===== src/rtl/core/tlg_pkg.sv =====
`timescale 1ns / 1ps

package tlg_pkg;

    // request codes
    localparam logic [1:0] REQ_WRITE   = 2'd0;
    localparam logic [1:0] REQ_READ    = 2'd1;
    localparam logic [1:0] REQ_ADVANCE = 2'd2;

    // configuration register indexes
    localparam int CFG_INDEX_W = 2;
    localparam int CFG_DATA_W  = 8;
    localparam logic [CFG_INDEX_W-1:0] CFG_GRID_WIDTH  = 2'd0;
    localparam logic [CFG_INDEX_W-1:0] CFG_GRID_HEIGHT = 2'd1;
    localparam logic [CFG_DATA_W-1:0]  GRID_SIZE_RESET = 8'd100;

    // neighbour counts of the life rule
    localparam logic [3:0] BIRTH_COUNT = 4'd3;
    localparam logic [3:0] KEEP_COUNT  = 4'd2;

    typedef struct packed {
        logic [1:0] req_type;
        logic [6:0] cell_x;
        logic [6:0] cell_y;
        logic       cell_value;
    } req_t;

    typedef struct packed {
        logic read_value;
        logic out_of_range;
    } rsp_t;

    // one column of the three-row window: row above, row in work, row below
    typedef struct packed {
        logic up;
        logic mid;
        logic down;
    } col_t;

endpackage


===== src/rtl/core/tlg_cell.sv =====
`timescale 1ns / 1ps

module tlg_cell (
    input  logic          clk,
    input  logic          shift,
    input  logic          active,
    input  logic          down,
    input  tlg_pkg::col_t left,
    input  tlg_pkg::col_t right,
    output tlg_pkg::col_t col,
    output logic          new_bit
);

    logic       up_reg;
    logic       mid_reg;
    logic [3:0] count;

    // move the window one row down
    always_ff @(posedge clk)
    begin
        if (shift)
        begin
            up_reg  <= mid_reg;
            mid_reg <= down;
        end
    end

    assign col.up   = up_reg;
    assign col.mid  = mid_reg;
    assign col.down = down;

    assign count = 4'(left.up) + 4'(left.mid) + 4'(left.down)
                 + 4'(right.up) + 4'(right.mid) + 4'(right.down)
                 + 4'(up_reg) + 4'(down);

    // columns beyond the active width keep their value
    assign new_bit = active ? ((count == tlg_pkg::BIRTH_COUNT)
                               || ((count == tlg_pkg::KEEP_COUNT) && mid_reg))
                            : mid_reg;

endmodule


===== src/rtl/core/tlg_cell_row.sv =====
`timescale 1ns / 1ps

module tlg_cell_row #(
    parameter int MAX_WIDTH = 128,
    localparam int WCW = ($clog2(MAX_WIDTH + 1) > 8) ? $clog2(MAX_WIDTH + 1) : 8
) (
    input  logic                 clk,
    input  logic                 shift,
    input  logic [WCW-1:0]       width,
    input  logic [MAX_WIDTH-1:0] down_row,
    output logic [MAX_WIDTH-1:0] new_row
);

    localparam int XW = $clog2(MAX_WIDTH);

    tlg_pkg::col_t            col [MAX_WIDTH];
    tlg_pkg::col_t            col_last;
    logic [WCW-1:0]           last_col;

    assign last_col = width - WCW'(1);
    assign col_last = col[XW'(last_col)];

    for (genvar i = 0; i < MAX_WIDTH; i++)
    begin : g_cell
        localparam logic [WCW-1:0] IDX = WCW'(i);
        tlg_pkg::col_t left;
        tlg_pkg::col_t right;

        // wrap at the configured width, not at the array edge
        if (i == 0)
        begin : g_first
            assign left = col_last;
        end
        else
        begin : g_inner_left
            assign left = col[i-1];
        end

        if (i == MAX_WIDTH - 1)
        begin : g_last
            assign right = col[0];
        end
        else
        begin : g_inner_right
            assign right = (IDX == last_col) ? col[0] : col[i+1];
        end

        tlg_cell u_cell (
            .clk     (clk),
            .shift   (shift),
            .active  (IDX < width),
            .down    (down_row[i]),
            .left    (left),
            .right   (right),
            .col     (col[i]),
            .new_bit (new_row[i])
        );
    end

endmodule


===== config.mk =====
export PLATFORM = sky130hd
export DESIGN_NAME = tlg_cell_row
export DESIGN_NICKNAME = d
export VERILOG_FILES = /design/src/rtl/core/tlg_pkg.sv /design/src/rtl/core/tlg_cell.sv /design/src/rtl/core/tlg_cell_row.sv
export SDC_FILE = /design/constraint.sdc
export NUM_CORES = 2
export LEC_CHECK = 0
export ABC_CLOCK_PERIOD_IN_PS = 21800
export CAP_MARGIN = 25
export CORE_MARGIN = 8
export CORE_UTILIZATION = 60
export DETAILED_ROUTE_END_ITERATION = 8
export DONT_BUFFER_PORTS = 1
export PLACE_DENSITY = 0.84
export SYNTH_ARGS = -nofsm -noshare
export SYNTH_HDL_FRONTEND = slang
export SYNTH_HIERARCHICAL = 1
export SYNTH_SLANG_ARGS = --single-unit

===== constraint.sdc =====
create_clock -name clk -period 21.8 [get_ports clk]
set_clock_uncertainty 0.05 [all_clocks]
set_input_delay 2.18 -clock clk [delete_from_list [all_inputs] [get_ports clk]]
set_output_delay 2.18 -clock clk [all_outputs]
set_load 0.02 [all_outputs]

After elaboration in Yosys (flattened, before gate mapping):

Cells that the tools add are included.

* input bits: 138
* output and inout port bits: 128
* word-level logic and storage cells: 2180
* bits in registers: 256

* mux-type cells: 258
* reduce and logical (&&, ||, !) cells: 257
* order comparisons: 129
* equality and inequality tests: 382
* $add $sub $neg: 897
* bitwise gates (word level): 1

Operators with widths (number)
* 4-bit by 1-bit adder with 4-bit output: 768
* 4-bit by 2-bit equality test with 1-bit output (second input constant): 256
* 7-bit by 8-bit less-than comparator with 1-bit output (first input constant): 64
* 7-bit by 8-bit equality test with 1-bit output (first input constant): 63
* 3-bit two-way mux: 129
* 1-bit by 1-bit adder with 2-bit output: 128
* 6-bit by 8-bit equality test with 1-bit output (first input constant): 32
* 6-bit by 8-bit less-than comparator with 1-bit output (first input constant): 32
* 5-bit by 8-bit equality test with 1-bit output (first input constant): 16
* 1-bit logical AND: 128
* 1-bit logical OR: 128
* 5-bit by 8-bit less-than comparator with 1-bit output (first input constant): 16
* 1-bit two-way mux: 128
* 4-bit by 8-bit equality test with 1-bit output (first input constant): 8
* 4-bit by 8-bit less-than comparator with 1-bit output (first input constant): 8
* 3-bit by 8-bit equality test with 1-bit output (first input constant): 4
* 3-bit by 8-bit less-than comparator with 1-bit output (first input constant): 4
* 3-bit binary-select mux with 7-bit select: 1
* 2-bit by 8-bit equality test with 1-bit output (first input constant): 2
* 1-bit by 8-bit less-than comparator with 1-bit output (first input constant): 2
* 2-bit by 8-bit less-than comparator with 1-bit output (first input constant): 2
* 1-bit by 8-bit equality test with 1-bit output (first input constant): 1
* 8-bit >= comparator (second input constant): 1
* 8-bit logical NOT: 1
* other kinds (2): 2

Depth between registers and ports, before layout:

* depth in word-level cells: 16
* depth in mapped cells: 26
* depth with buffers taken out: 18

Cells and area by module:

Netlist, hierarchy kept.

By module, submodules not included
* tlg_cell at g_cell[0].u_cell ...: instances 83, area an instance 282.8 um^2, cells an instance 29, seq. area each 60.1 um^2
* tlg_cell at g_cell[110].u_cell ...: instances 45, area an instance 277.8 um^2, cells an instance 28, seq. area each 60.1 um^2
* tlg_cell_row: instances 1, area an instance 9585.4 um^2, cells an instance 1040, seq. area each 0.0 um^2

Worst setup path after synthesis:

Ideal clock, no wire load.

* path type: input -> output
* start: input width[0]
* end: output new_row[0]
* stages: 25
* arrival time: 8.333 ns
* path buffers: 8
* setup slack: 11.237 ns
* required time: 19.570 ns
* cells stage by stage: buf_4 -> buf_2 -> buf_2 -> buf_2 -> inv_1 -> ha_1 -> buf_4 -> buf_2 -> buf_2 -> buf_1 -> mux4_2 -> mux4_2 -> nand2_1 -> nand4_1 -> and3_1 -> inv_1 -> fa_1 -> fa_1 -> fa_1 -> inv_1 -> ha_1 -> fa_1 -> nand4b_1 -> a21o_1 -> a31oi_2

RTL lines
* start: declaration: line tlg_cell_row.sv:9 `input logic [WCW-1:0] width,`
* end: declaration: line tlg_cell_row.sv:11 `output logic [MAX_WIDTH-1:0] new_row`

==> results.sh <==
export IMPL_status="finished clean"
export IMPL_setup_viol=0
export IMPL_drc_errors=0
export IMPL_cts_root_buf="clkbuf_16"
export IMPL_synth_seq_cells=256
export IMPL_hp_class="reg2reg"
export IMPL_peakVddDrop_mv=0.0645
export IMPL_wl_per_cell_um=24.6
export IMPL_cp_max_fo=103
export IMPL_dieArea_mm2=0.0850
export IMPL_die_h_um=292
export IMPL_period_share=0.509
export IMPL_drv_slew=0
export IMPL_grt_pass1_vias=34000
export IMPL_worstPathArrival_ps=8860
export IMPL_start_kind="input port"
export IMPL_io_pins=266
export IMPL_critPathKind="in2out"
export IMPL_finalNetCount=5315
export IMPL_tritoncts="done"
export IMPL_dp_hpwl_um=96300
export IMPL_p_per_area_mw_per_mm2=68.2
export IMPL_die_w_um=292
export IMPL_period_needed_ps=11090
export IMPL_area_growth_pct=-1.54
export IMPL_worst_pin_slew_ps=1100
export IMPL_hold_viol_final=0
export IMPL_synthArstFlopShare=0
export IMPL_cts_setup_buffers=0
export IMPL_coreArea_mm2=0.0756
export IMPL_gp_congestion=0.911
export IMPL_grt_pass1_wl_um=198000
export IMPL_firstDrtPassIters=8
export IMPL_clk_pin_slew_ps=60
export IMPL_finalWirelength_um=130000
export IMPL_avgSynthCellArea_um2=9.68
export IMPL_cts_max_path_buffers=3
export IMPL_placement_rows=101
export IMPL_postRouteAntennaNets=0
export IMPL_cts_sinks=256
export IMPL_htree_levels=2
export IMPL_netlist_instances=4707
export IMPL_fmax_mhz=90.1
export IMPL_rsz0062_at_grt="false"
export IMPL_cap_violations=0
export IMPL_synth_area_mm2=0.0456
export IMPL_yosys_cell_types_count=52
export IMPL_p_leak_nw=21.8
export IMPL_cts_buffers=37
export IMPL_start_util=0.603
export IMPL_synth_ff_type="edfxtp_1"
export IMPL_yosys_area_top_type="fa_1"
export IMPL_yosys_area_top_type_share=0.225
export IMPL_slew_headroom=0.267
export IMPL_vias=32200
export IMPL_drive_gt1_frac=0.159
export IMPL_synth_edf_count=256
export IMPL_port_buffers=0
export IMPL_post_cts_resized=0
export IMPL_grt_max_degree=257
export IMPL_vias_per_cell=6.10
export IMPL_setup_tns_ps=0
export IMPL_track_usage=0.300
export IMPL_yosys_warnings=6
export IMPL_synthTopCellsByArea="fa_1, edfxtp_1, inv_1"
export IMPL_cts_hold_buffers=0
export IMPL_clk_latency_ps=580
export IMPL_grt_overflow_total=0
export IMPL_syn_nets=5747
export IMPL_cp_data_required_time_ps=19570
export IMPL_antenna_found_initial=4
export IMPL_drt_initial_drc_count=3334
export IMPL_synth_sequential_area_ratio=0.169
export IMPL_final_fill_count=5998
export IMPL_utilization=0.594
export IMPL_cp_end_kind="output port"
==> path summary, 6_finish.rpt <==
kind | startpoint | endpoint | slack [ps] | cells past startpoint
setup / recovery | width[0] | new_row[0] | 10710 | 19
setup reg to reg | g_cell[0].u_cell/mid_reg$_DFFE_PP_ | g_cell[0].u_cell/up_reg$_DFFE_PP_ | 20170 | 1
hold / removal | g_cell[127].u_cell/mid_reg$_DFFE_PP_ | g_cell[127].u_cell/up_reg$_DFFE_PP_ | 480 | 0
hold reg to reg | g_cell[127].u_cell/mid_reg$_DFFE_PP_ | g_cell[127].u_cell/up_reg$_DFFE_PP_ | 480 | 0
==> worst max-delay path: stages <==
cell and delay [ps]:
inv_1 120, ha_4 680, buf_4 590, buf_4 550
mux4_2 570, mux4_2 500, nand2_1 80, nand4_1 170
and3_1 280, inv_1 70, fa_1 440, fa_1 470
fa_1 490, inv_1 60, ha_1 210, fa_1 510
nand4b_1 90, a21o_1 180, a31oi_2 500
==> synth_stat cells (110+ instances only) <==
cell         n
fa_1       512
nor2_1     169
edfxtp_1   256
buf_4      395
inv_1     1418
ha_1       390
a21o_1     132
nand4b_1   128
a21oi_1    165
nand2_1    176
mux2_2     380
mux4_2     110
==> cells by family after synthesis <==
logic type	after synthesis	share of synthesized area
adder cells (fa/ha/maj)	902	0.332
XOR/XNOR	9	0.00190
buffers and inverters	1921	0.191
AND/OR/NAND/NOR	603	0.0729
flip-flops	256	0.169
multiplexers	502	0.152
AO/OA/AOI/OAI	514	0.0809
==> report_power, final <==
group / switching (mW) / internal [mW] / total [mW] / leakage (nW)
sequential: 0.0533 / 0.588 / 0.641 / 2.51
clock: 0.257 / 0.336 / 0.593 / 0.549
combinational: 1.08 / 0.743 / 1.82 / 18.8
==> placed cells by master (no fill, tap or decap), drive strengths merged, types with 14 or more instances in the layout <==
master  Yosys  final
buf       420     32
ha        390    390
a21o      132    132
or3b       45     45
a31oi     131    131
a21oi     165    165
edfxtp    256    256
nand3      35     35
nor2      180    180
o21ai      53     53
clkinv      0     15
nand4b    128    128
and3       14     14
inv      1418   1419
mux4      113    113
o21bai     15     15
clkbuf     83     47
fa        512    512
nand2     176    176
mux2      381    381
==> final cells by class <==
cell class	count	area (um2)	area share
Clock inverter	17	104	0.00232
Timing Repair Buffer	32	249	0.00555
Inverter	1418	5320	0.119
Antenna cell	5	12.5	0.000279
Sequential cell	256	7690	0.171
Clock buffer	47	1010	0.0224
Tap cell	978	1220	0.0273
Multi-Input combinational cell	2530	29200	0.652
==> stage by stage <==
stage	hold WS (ps)	setup WS (ps)	power, mW	cell area (um2)	cells
global placement	454	10900	2.32	43700	5211
floorplan	402	11240	2.07	45600	4707
finish	482	10710	3.06	44900	5283
detailed placement	465	10870	2.43	43700	5212
CTS	478	10860	3.04	44800	5276
global route	507	10560	3.30	44800	5278
==> metal layers <==
layer,track usage,part of all wire,vias to the layer above
met5,0.0113,0.0011,-
met2,0.477,0.45,1864
met3,0.102,0.12,506
met4,0.188,0.073,3
met1,0.348,0.35,16000
li1,-,-,13900
Note: power is estimated with default switching activity, not from simulation.
